--- src/rtl/core/pgenc_pkg.sv ---
// Shared types, constants and the byte classifier for the packed 64-bit encoder.
// No dependencies; every module of the encoder imports this package.
package pgenc_pkg;

    localparam int VALUE_W     = 64;
    localparam int BYTE_W      = 8;
    localparam int NUM_BYTES   = VALUE_W / BYTE_W;
    localparam int MASK_W      = NUM_BYTES;
    localparam int BIDX_W      = $clog2(NUM_BYTES);
    localparam int CNT_W       = $clog2(NUM_BYTES);

    localparam int QUEUE_DEPTH = 2;
    localparam int QPTR_W      = $clog2(QUEUE_DEPTH);
    localparam int QCNT_W      = $clog2(QUEUE_DEPTH + 1);

    localparam logic [BYTE_W-1:0] BYTE_ONES = 8'hFF;
    localparam logic [BYTE_W-1:0] BYTE_ZERO = 8'h00;

    // One classified item: the raw value and its mask byte.
    typedef struct packed {
        logic [VALUE_W-1:0] value;
        logic [MASK_W-1:0]  mask;
    } entry_t;

    // Build the mask: bit 0 flags an all-ones default, bit k flags byte k sent.
    function automatic logic [MASK_W-1:0] classify(input logic [VALUE_W-1:0] value);
        logic [CNT_W-1:0]  ones;
        logic [CNT_W-1:0]  zeros;
        logic [BYTE_W-1:0] b;
        logic [BYTE_W-1:0] dflt;
        logic [MASK_W-1:0] mask;
        ones  = '0;
        zeros = '0;
        for (int k = 1; k < NUM_BYTES; k++)
        begin
            b = value[k*BYTE_W +: BYTE_W];
            if (b == BYTE_ONES)
                ones = ones + CNT_W'(1);
            else if (b == BYTE_ZERO)
                zeros = zeros + CNT_W'(1);
        end
        dflt    = (zeros < ones) ? BYTE_ONES : BYTE_ZERO;
        mask    = '0;
        mask[0] = (zeros < ones);
        for (int k = 1; k < NUM_BYTES; k++)
        begin
            mask[k] = (value[k*BYTE_W +: BYTE_W] != dflt);
        end
        return mask;
    endfunction

endpackage

--- src/rtl/core/pgenc_front.sv ---
// Front end: accepts input words, classifies the upper bytes, pushes entries.
// Depends on pgenc_pkg.
module pgenc_front
    import pgenc_pkg::*;
(
    input  logic               clk,
    input  logic               rst_n,
    input  logic               s_tvalid,
    output logic               s_tready,
    input  logic [VALUE_W-1:0] s_tdata,    // [63:0] value
    output logic               push_valid,
    input  logic               push_ready,
    output entry_t             push_entry
);

    logic   vld_reg;
    logic   vld_next;
    entry_t ent_reg;
    logic   take;

    // Register stage: refill while the held entry drains.
    assign s_tready = !vld_reg || push_ready;
    assign take     = s_tvalid && s_tready;

    always_comb
    begin
        vld_next = vld_reg;
        if (take)
            vld_next = 1'b1;
        else if (push_ready)
            vld_next = 1'b0;
    end

    always_ff @(posedge clk or negedge rst_n)
    begin
        if (!rst_n)
            vld_reg <= 1'b0;
        else
            vld_reg <= vld_next;
    end

    always_ff @(posedge clk)
    begin
        if (take)
        begin
            ent_reg.value <= s_tdata;
            ent_reg.mask  <= classify(s_tdata);
        end
    end

    assign push_valid = vld_reg;
    assign push_entry = ent_reg;

endmodule

--- src/rtl/core/pgenc_queue.sv ---
// Short queue of classified entries between front and back end.
// Depends on pgenc_pkg.
module pgenc_queue
    import pgenc_pkg::*;
(
    input  logic   clk,
    input  logic   rst_n,
    input  logic   in_valid,
    output logic   in_ready,
    input  entry_t in_entry,
    output logic   out_valid,
    input  logic   out_ready,
    output entry_t out_entry
);

    entry_t             mem [QUEUE_DEPTH];
    logic [QPTR_W-1:0]  wr_ptr_reg;
    logic [QPTR_W-1:0]  rd_ptr_reg;
    logic [QCNT_W-1:0]  cnt_reg;
    logic [QCNT_W-1:0]  cnt_next;
    logic               wr_en;
    logic               rd_en;

    assign in_ready  = (cnt_reg != QCNT_W'(QUEUE_DEPTH));
    assign out_valid = (cnt_reg != '0);
    assign wr_en     = in_valid && in_ready;
    assign rd_en     = out_valid && out_ready;
    assign out_entry = mem[rd_ptr_reg];

    always_comb
    begin
        cnt_next = cnt_reg;
        if (wr_en && !rd_en)
            cnt_next = cnt_reg + QCNT_W'(1);
        else if (rd_en && !wr_en)
            cnt_next = cnt_reg - QCNT_W'(1);
    end

    always_ff @(posedge clk or negedge rst_n)
    begin
        if (!rst_n)
        begin
            wr_ptr_reg <= '0;
            rd_ptr_reg <= '0;
            cnt_reg    <= '0;
        end
        else
        begin
            cnt_reg <= cnt_next;
            if (wr_en)
                wr_ptr_reg <= (wr_ptr_reg == QPTR_W'(QUEUE_DEPTH - 1)) ? '0
                                                                       : wr_ptr_reg + QPTR_W'(1);
            if (rd_en)
                rd_ptr_reg <= (rd_ptr_reg == QPTR_W'(QUEUE_DEPTH - 1)) ? '0
                                                                       : rd_ptr_reg + QPTR_W'(1);
        end
    end

    always_ff @(posedge clk)
    begin
        if (wr_en)
            mem[wr_ptr_reg] <= in_entry;
    end

endmodule

--- src/rtl/core/pgenc_back.sv ---
// Back end: serializes one entry into mask, low byte and sent upper bytes.
// Depends on pgenc_pkg.
module pgenc_back
    import pgenc_pkg::*;
(
    input  logic              clk,
    input  logic              rst_n,
    input  logic              pop_valid,
    output logic              pop_ready,
    input  entry_t            pop_entry,
    output logic              m_tvalid,
    input  logic              m_tready,
    output logic [BYTE_W-1:0] m_tdata,    // [7:0] out_byte
    output logic              m_tlast
);

    localparam logic [1:0] PH_MASK  = 2'd0;
    localparam logic [1:0] PH_LOW   = 2'd1;
    localparam logic [1:0] PH_UPPER = 2'd2;

    logic                busy_reg;
    logic                busy_next;
    logic [1:0]          phase_reg;
    logic [1:0]          phase_next;
    logic [VALUE_W-1:0]  val_reg;
    logic [MASK_W-1:0]   mask_reg;
    logic [MASK_W-2:0]   rem_reg;
    logic [MASK_W-2:0]   rem_next;
    logic [MASK_W-2:0]   rem_clr;
    logic                out_vld_reg;
    logic [BYTE_W-1:0]   out_byte_reg;
    logic                out_last_reg;

    logic                out_adv;
    logic                load;
    logic [BIDX_W-1:0]   sel_idx;
    logic [BYTE_W-1:0]   gen_byte;
    logic                gen_last;

    assign out_adv   = !out_vld_reg || m_tready;
    assign pop_ready = out_adv && (!busy_reg || gen_last);
    assign load      = pop_valid && pop_ready;
    assign rem_clr   = rem_reg & (rem_reg - (MASK_W-1)'(1));

    // Lowest pending upper byte; rem bit j stands for byte j+1.
    always_comb
    begin
        sel_idx = BIDX_W'(1);
        for (int j = MASK_W - 2; j >= 0; j--)
        begin
            if (rem_reg[j])
                sel_idx = BIDX_W'(j + 1);
        end
    end

    always_comb
    begin
        gen_byte   = mask_reg;
        gen_last   = 1'b0;
        phase_next = phase_reg;
        rem_next   = rem_reg;
        case (phase_reg)
            PH_MASK:
            begin
                gen_byte   = mask_reg;
                gen_last   = 1'b0;
                phase_next = PH_LOW;
            end
            PH_LOW:
            begin
                gen_byte   = val_reg[BYTE_W-1:0];
                gen_last   = (rem_reg == '0);
                phase_next = PH_UPPER;
            end
            PH_UPPER:
            begin
                gen_byte = val_reg[{sel_idx, 3'b000} +: BYTE_W];
                gen_last = (rem_clr == '0);
                rem_next = rem_clr;
            end
            default:
            begin
                gen_byte   = mask_reg;
                gen_last   = 1'b0;
                phase_next = PH_LOW;
            end
        endcase
    end

    always_comb
    begin
        busy_next = busy_reg;
        if (load)
            busy_next = 1'b1;
        else if (busy_reg && out_adv && gen_last)
            busy_next = 1'b0;
    end

    always_ff @(posedge clk or negedge rst_n)
    begin
        if (!rst_n)
        begin
            busy_reg    <= 1'b0;
            phase_reg   <= PH_MASK;
            out_vld_reg <= 1'b0;
        end
        else
        begin
            busy_reg <= busy_next;
            if (load)
                phase_reg <= PH_MASK;
            else if (busy_reg && out_adv)
                phase_reg <= phase_next;
            if (out_adv)
                out_vld_reg <= busy_reg;
        end
    end

    always_ff @(posedge clk)
    begin
        if (load)
        begin
            val_reg  <= pop_entry.value;
            mask_reg <= pop_entry.mask;
            rem_reg  <= pop_entry.mask[MASK_W-1:1];
        end
        else if (busy_reg && out_adv)
        begin
            rem_reg <= rem_next;
        end
        if (busy_reg && out_adv)
        begin
            out_byte_reg <= gen_byte;
            out_last_reg <= gen_last;
        end
    end

    assign m_tvalid = out_vld_reg;
    assign m_tdata  = out_byte_reg;
    assign m_tlast  = out_last_reg;

endmodule

--- src/rtl/core/packed_u64_default_byte_encoder.sv ---
// Top level of the packed 64-bit default-byte encoder.
// Depends on pgenc_pkg, pgenc_front, pgenc_queue and pgenc_back.
//
//   channel   dir   handshake            payload
//   s_*       in    s_tvalid/s_tready    s_tdata[63:0] value
//   m_*       out   m_tvalid/m_tready    m_tdata[7:0] out_byte, m_tlast last
//
// Each word in yields 2 to 9 bytes out. The back-end serializer sends one byte
// per cycle while m_tready allows and loads the next word as it emits the last
// byte of the current one. Words pass the front, queue and back-end registers.
// Reset clears all handshake state; payload registers are not reset.
// The front register and a two-entry queue let input words keep arriving
// while the output is stalled; the output register holds its byte under stall.
module packed_u64_default_byte_encoder
    import pgenc_pkg::*;
(
    input  logic               clk,
    input  logic               rst_n,
    input  logic               s_tvalid,
    output logic               s_tready,
    input  logic [VALUE_W-1:0] s_tdata,    // [63:0] value
    output logic               m_tvalid,
    input  logic               m_tready,
    output logic [BYTE_W-1:0]  m_tdata,    // [7:0] out_byte
    output logic               m_tlast
);

    logic   push_valid;
    logic   push_ready;
    entry_t push_entry;
    logic   pop_valid;
    logic   pop_ready;
    entry_t pop_entry;

    // Classify each accepted word into its mask byte.
    pgenc_front u_front
    (
        .clk        (clk),
        .rst_n      (rst_n),
        .s_tvalid   (s_tvalid),
        .s_tready   (s_tready),
        .s_tdata    (s_tdata),
        .push_valid (push_valid),
        .push_ready (push_ready),
        .push_entry (push_entry)
    );

    // Decouple classification from serialization.
    pgenc_queue u_queue
    (
        .clk       (clk),
        .rst_n     (rst_n),
        .in_valid  (push_valid),
        .in_ready  (push_ready),
        .in_entry  (push_entry),
        .out_valid (pop_valid),
        .out_ready (pop_ready),
        .out_entry (pop_entry)
    );

    // Emit mask, low byte, then each non-default upper byte in ascending order.
    pgenc_back u_back
    (
        .clk       (clk),
        .rst_n     (rst_n),
        .pop_valid (pop_valid),
        .pop_ready (pop_ready),
        .pop_entry (pop_entry),
        .m_tvalid  (m_tvalid),
        .m_tready  (m_tready),
        .m_tdata   (m_tdata),
        .m_tlast   (m_tlast)
    );

endmodule

--- config.mk ---
export PLATFORM = sky130hd
export DESIGN_NAME = packed_u64_default_byte_encoder
export DESIGN_NICKNAME = d
export VERILOG_FILES = /design/src/rtl/core/pgenc_pkg.sv /design/src/rtl/core/pgenc_front.sv /design/src/rtl/core/pgenc_queue.sv /design/src/rtl/core/pgenc_back.sv /design/src/rtl/core/packed_u64_default_byte_encoder.sv
export SDC_FILE = /design/constraint.sdc
export NUM_CORES = 1
export LEC_CHECK = 0
export BUFFER_PORTS_ARGS = -buffer_cell sky130_fd_sc_hd__buf_2
export CAP_MARGIN = 20
export CORE_MARGIN = 2
export CORE_UTILIZATION = 50
export CTS_CLUSTER_SIZE = 16
export DETAILED_ROUTE_END_ITERATION = 8
export GPL_ROUTABILITY_DRIVEN = 0
export PLACE_DENSITY = 0.68
export SYNTH_ARGS = -nofsm -noshare
export SYNTH_HDL_FRONTEND = slang
export SYNTH_SLANG_ARGS = --single-unit
--- constraint.sdc ---
create_clock -name clk -period 5.6 [get_ports clk]
set_clock_uncertainty 0.15 [all_clocks]
set_input_delay 0 -clock clk [delete_from_list [all_inputs] [get_ports clk]]
set_output_delay 0 -clock clk [all_outputs]
set_load 0.02 [all_outputs]
-- After elaboration in Yosys (flattened, before gate mapping)
Memories as Yosys holds them, arrays and structs flattened.
Index checks and enable logic that the tools add are counted.
- add/subtract/negate cells: 17
- $lt $le $gt $ge: 1
- reduce and logical (&&, ||, !) cells: 33
- shift operators: 1
- eq/ne operators: 18
- mux-type cells: 61
- bitwise gates (word level): 1
- operator list (cell ; number):
    3-bit two-way mux ; 40
    64-bit by 7-bit variable part select with 8-bit output ; 1
    8-bit == test, second input constant ; 7
    8-bit logical NOT ; 7
    8-bit != test ; 7
    3-bit by 1-bit adder with 3-bit output, second input constant ; 12
    7-bit two-way mux ; 3
    8-bit one-hot mux with 2 select lines ; 1
    7-bit logical NOT ; 2
    2-bit nonzero test ; 6
    1-bit two-way mux ; 10
    1-bit logical AND ; 8
    2-bit two-way mux ; 4
    8-bit two-way mux ; 1
    7-bit bitwise AND ; 1
    7-bit by 1-bit subtractor with 7-bit output, second input constant ; 1
    1-bit logical NOT ; 5
    2-bit != test, second input constant ; 2
    2-bit one-hot mux with 2 select lines ; 1
    2-bit AND reduction ; 2
    1-bit logical OR ; 3
    3-bit less-than comparator ; 1
    1-bit adder, second input constant ; 2
    2-bit by 1-bit adder with 2-bit output, second input constant ; 1
    4 further kinds ; 4
- memory bits (writable): 144
- bits of input ports: 68
- logic and storage cells: 147
- output and inout bits: 11
- memories kept: 1
- register bits after elaboration: 169
- memory list (memory ; depth ; width ; rd ports ; clocked after memory_dff ; write ports ; line ; text):
    u_queue.mem ; 2 ; 72 ; 1 ; 0 ; 1 ; pgenc_queue.sv:16 ; entry_t mem [QUEUE_DEPTH];

-- Depth between registers and ports, before layout
- depth in word-level cells: 31
- gate-level depth with buffers: 24
- gate-level depth less buffers: 24

-- Cells and area by module
A second synthesis with hierarchy kept.
- cell total of the unflattened synthesis: 706
- area, all modules: 12863.6 um^2
- by module, submodules not included (module ; times used ; seq. area each (um^2) ; area an instance (um^2) ; cells each):
    pgenc_queue ; 1 ; 4424.2 ; 5739.3 ; 242
    pgenc_back ; 1 ; 2742.6 ; 3778.6 ; 237
    pgenc_front ; 1 ; 2187.1 ; 3345.7 ; 227

-- Least setup slack after synthesis
No wires, ideal clock.
- path type: input port to flip-flop
- start: in s_tdata[12]
- end: reg u_front.ent_reg, in the netlist u_front.push_entry[4] (data pin)
- cell stages on the path: 24
- data required time: 5.176 ns
- arrival time: 5.107 ns
- slack: 0.068 ns
- path buffers: 0
- path through: or4_1 > nor2_2 > ha_1 > mux2i_1 > inv_1 > ha_1 > nor3_1 > a211oi_1 > o21a_1 > a211o_1 > ha_1 > xor2_1 > a221o_1 > ha_1 > nand2_1 > xor2_1 > xnor2_1 > xnor2_1 > ha_1 > nand2_1 > nor3_1 > a221o_1 > nor3_4 > mux2i_1
- longest elaborated chain between the ends: 31
- elaborated cells on any way between the ends: 52
- classes of those cells: add/sub: 12; order compare: 1; eq/ne: 2; mux: 36; reduce/logical: 1
- RTL lines (what ; line ; text):
    start, declared ; packed_u64_default_byte_encoder.sv:21 ; input logic [VALUE_W-1:0] s_tdata,
    8-bit logical NOT ; pgenc_pkg.sv:39 ; else if (b == BYTE_ZERO)
    1-bit two-way mux ; pgenc_pkg.sv:39 ;
    3-bit two-way mux ; pgenc_pkg.sv:37 ; if (b == BYTE_ONES)
    3-bit two-way mux ; pgenc_front.sv:44 ; if (take)
    3-bit by 1-bit adder with 3-bit output ; pgenc_pkg.sv:40 ; zeros = zeros + CNT_W'(1);
    3-bit two-way mux ; pgenc_pkg.sv:39 ;
    3-bit two-way mux ; pgenc_pkg.sv:37 ;
    3-bit two-way mux ; pgenc_front.sv:44 ;
    [... 15 more ...] ; -- ;
    3-bit two-way mux ; pgenc_front.sv:44 ;
    3-bit by 1-bit adder with 3-bit output ; pgenc_pkg.sv:40 ;
    3-bit two-way mux ; pgenc_pkg.sv:39 ;
    3-bit two-way mux ; pgenc_pkg.sv:37 ;
    3-bit two-way mux ; pgenc_front.sv:44 ;
    3-bit less-than comparator * ; pgenc_pkg.sv:42 ; dflt = (zeros < ones) ? BYTE_ONES : BYTE_ZERO;
    8-bit two-way mux * ; pgenc_pkg.sv:42 ;
    8-bit != test * ; pgenc_pkg.sv:47 ; mask[k] = (value[k*BYTE_W +: BYTE_W] != dflt);
    end, declared ; pgenc_front.sv:18 ; entry_t ent_reg;
Mark *: on every way between the ends. The rest lies on a longest branch, timed or not. The select of a mux whose other input is x is not followed.
A chain may end at the register's enable or synchronous reset.

-- Final worst setup path
- start: in s_tdata[10]
- end: reg u_front.ent_reg, in the netlist u_front.push_entry[5] (data pin)
Same word-level chain as after synthesis.

==> results.sh <==
export IMPL_die_area_sq_um=25700
export IMPL_grtUsageTotal_pct=18.3
export IMPL_path_common_cell="ha_1"
export IMPL_grt_first_pass_wirelength_mm=36.4
export IMPL_cts_root_buf="clkbuf_16"
export IMPL_finalHoldViolations=0
export IMPL_max_vdd_ir_drop_mv=0.220
export IMPL_dr_total_vias=6502
export IMPL_path_clk_slew_ps=60
export IMPL_yosysSeqAreaShare_pct=76.5
export IMPL_cp_end_kind="register"
export IMPL_synth_most_common_cell="edfxtp_1"
export IMPL_synth_edf_count=304
export IMPL_stdcell_area_sq_um=14900
export IMPL_syn_num_nets=758
export IMPL_crit_path_max_fanout=8
export IMPL_ant_nets=0
export IMPL_cts_max_path_buffers=3
export IMPL_cts_sink_count=313
export IMPL_fp_dieH_um=160
export IMPL_nNetsFinal=940
export IMPL_critical_path_top_delay_family="adder cells"
export IMPL_period_share_pct=96.4
export IMPL_critPathKind="in2reg"
export IMPL_max_slew_worst_pin_slew_ps=1080
export IMPL_placed_cell_area_sq_um=13100
export IMPL_initial_core_util_pct=50.6
export IMPL_synth_warnings=0
export IMPL_post_drt_via_cell_ratio=5.40
export IMPL_ys_ff_latch=313
export IMPL_cp_slowest_cell="dlygate4sd3_1"
export IMPL_io_buffers=78
export IMPL_syn_area_sq_um=12200
export IMPL_drt_initial_drc_count=511
export IMPL_p_leak_nw=5.14
export IMPL_yosys_area_top_type="edfxtp_1"
export IMPL_swShare_pct=24.9
export IMPL_grt_max_degree=91
export IMPL_area_growth_pct=22.0
export IMPL_async_reset_ff_share_pct=2.88
export IMPL_synthTopCellsByCount="edfxtp_1 (304), mux2_2 (76), nand2_1 (25)"
export IMPL_gr_total_overflow=0
export IMPL_syn_area_per_cell_sq_um=18.1
export IMPL_die_x_um=160
export IMPL_comb_power_share_pct=15.5
export IMPL_hp_class="in2reg"
export IMPL_antenna_diode_count=0
export IMPL_fin_util_pct=61.7
export IMPL_required_ps=5840
export IMPL_arrival_ps=5640
export IMPL_io_pins=79
export IMPL_synth_top_cell_area_share_pct=74.6
export IMPL_drv_slew=0
export IMPL_dp_hpwl_mm=15.2
export IMPL_rows=57
export IMPL_setup_violations=0
export IMPL_place_detailed_instances=1072
export IMPL_antenna_found_initial=0
export IMPL_rsz0062_at_grt="false"
export IMPL_drive_gt1_share_pct=27.8
export IMPL_slew_headroom_pct=27.9
export IMPL_drt_wl_total_mm=23.5
export IMPL_power_density_nw_per_um2=433
export IMPL_ys_top_cells_by_area="edfxtp_1 (75%), mux2_2 (7.0%), dfrtp_1 (1.8%), ha_1 (1.6%), mux4_2 (1.5%)"
export IMPL_largest_reg_flops=144
export IMPL_worst_path_buf_inv=4
export IMPL_yosysUniqueCellTypes=49
export IMPL_clk_latency_ps=550
export IMPL_drc=0
export IMPL_fillers=1723
export IMPL_wl_per_cell_um=19.6
export IMPL_drt_pass1_iter_count=6
export IMPL_p_switching_mw=1.61
export IMPL_seqPwrFrac_pct=52.5
export IMPL_core_area_sq_um=24200
export IMPL_cts_buffers=31
export IMPL_syn_inst=674
export IMPL_cap_violations=0
export IMPL_fin_tns_setup_ps=0
export IMPL_p_clk_share_pct=32.0
export IMPL_cpPeakStageDelay_ps=540
export IMPL_grt_pass1_vias=6737
export IMPL_p_int_mw=4.85
export IMPL_h_tree_depth=1
export IMPL_worst_setup_path_start_kind="input pin"
export IMPL_fmax_ghz=0.185
export IMPL_period_minus_slack_ps=5400
export IMPL_synth_flop_cell="edfxtp_1"
export IMPL_instances_no_fill=1203
export IMPL_status="finished, final reports clean"
export IMPL_cts_tree="built"
-- stage by stage --
step                hold WS, ps  total power, mW  setup slack, ps
global route               6.63             6.74            0.178
floorplan                  -446             4.07             68.2
CTS                        1.88             6.53             11.2
finish                     22.3             6.46              203
detailed placement         -286             4.41             -146
global placement           -293             4.33             37.5
-- logic make-up after synthesis --
family	Yosys count	synth area share, %
DFF	313	76.5
buffers and inverters	34	1.11
muxes	95	9.37
adders and majority gates	18	1.81
and+or+nand+nor	105	4.65
AOI/OAI and AO/OA	83	4.48
xor gates and xnor gates	26	2.10
-- placed cells by master (no fill, tap or decap), drive strengths merged, types with 10 or more instances in the layout --
cell type / instances
buf: 95
clkinv: 13
mux2i: 11
nor2: 21
inv: 14
a21oi: 15
o21ai: 23
a22oi: 17
nand4: 14
nor3: 11
clkbuf: 35
edfxtp: 304
dlygate4sd3: 74
xnor2: 17
nand2: 25
mux2: 76
ha: 16
or4: 10
-- power by group through the flow --
| stage | combinational [mW] | clock [mW] | sequential (mW) |
|---|---|---|---|
| 3_3_place_gp | 0.929 | 0 | 3.40 |
| 6_report | 0.999 | 2.07 | 3.39 |
| 3_5_place_dp | 0.972 | 0 | 3.44 |
| 4_1_cts | 1.02 | 2.12 | 3.39 |
| 2_1_floorplan | 0.671 | 0 | 3.40 |
| 5_1_grt | 1.09 | 2.21 | 3.43 |
-- per-layer routing --
metal  GRT usage (%)  part of all wire (%)  vias to the layer above
li1                -                     -                     3051
met1            22.7                    40                     3239
met2            33.5                    53                      174
met3            2.32                   4.3                       38
met4            5.49                   2.6                        0
met5               0                     0                        -
-- path summary, 6_finish.rpt --
kind                                          end  cells past startpoint              startpoint  slack (ps)
min in group asynchronous      u_queue.rd_ptr_reg                      3                   rst_n         320
min                        u_front.push_entry[14]                      2              s_tdata[6]          20
min reg2reg                    u_queue.mem[1][11]                      0  u_front.push_entry[11]         300
max in group asynchronous      u_queue.rd_ptr_reg                      3                   rst_n        4670
max reg2reg                    u_queue.cnt_reg[1]                     11       u_back.rem_reg[3]        1920
max                         u_front.push_entry[5]                     27             s_tdata[10]         200
-- timing repair --
| item | CTS | global route |
|---|---|---|
| buffers inserted | 0 | 1 |
| hold buffers | 74 | 0 |
| hold endpoints to repair | 85 | 0 |
| gates resized for setup | 0 | 7 |
| setup endpoints to repair | 0 | 8 |
-- cell type report --
cell class / count / area [sq um] / share of cell area [%]
clock buffers: 35 / 791 / 5.30
clock inverters: 21 / 239 / 1.60
inverters: 14 / 52.6 / 0.352
multi-input cells: 327 / 2810 / 18.8
flip-flops and latches: 313 / 9360 / 62.7
well taps: 324 / 405 / 2.72
repair buffers: 169 / 1270 / 8.52
Note: power is estimated with default switching activity, not from simulation.
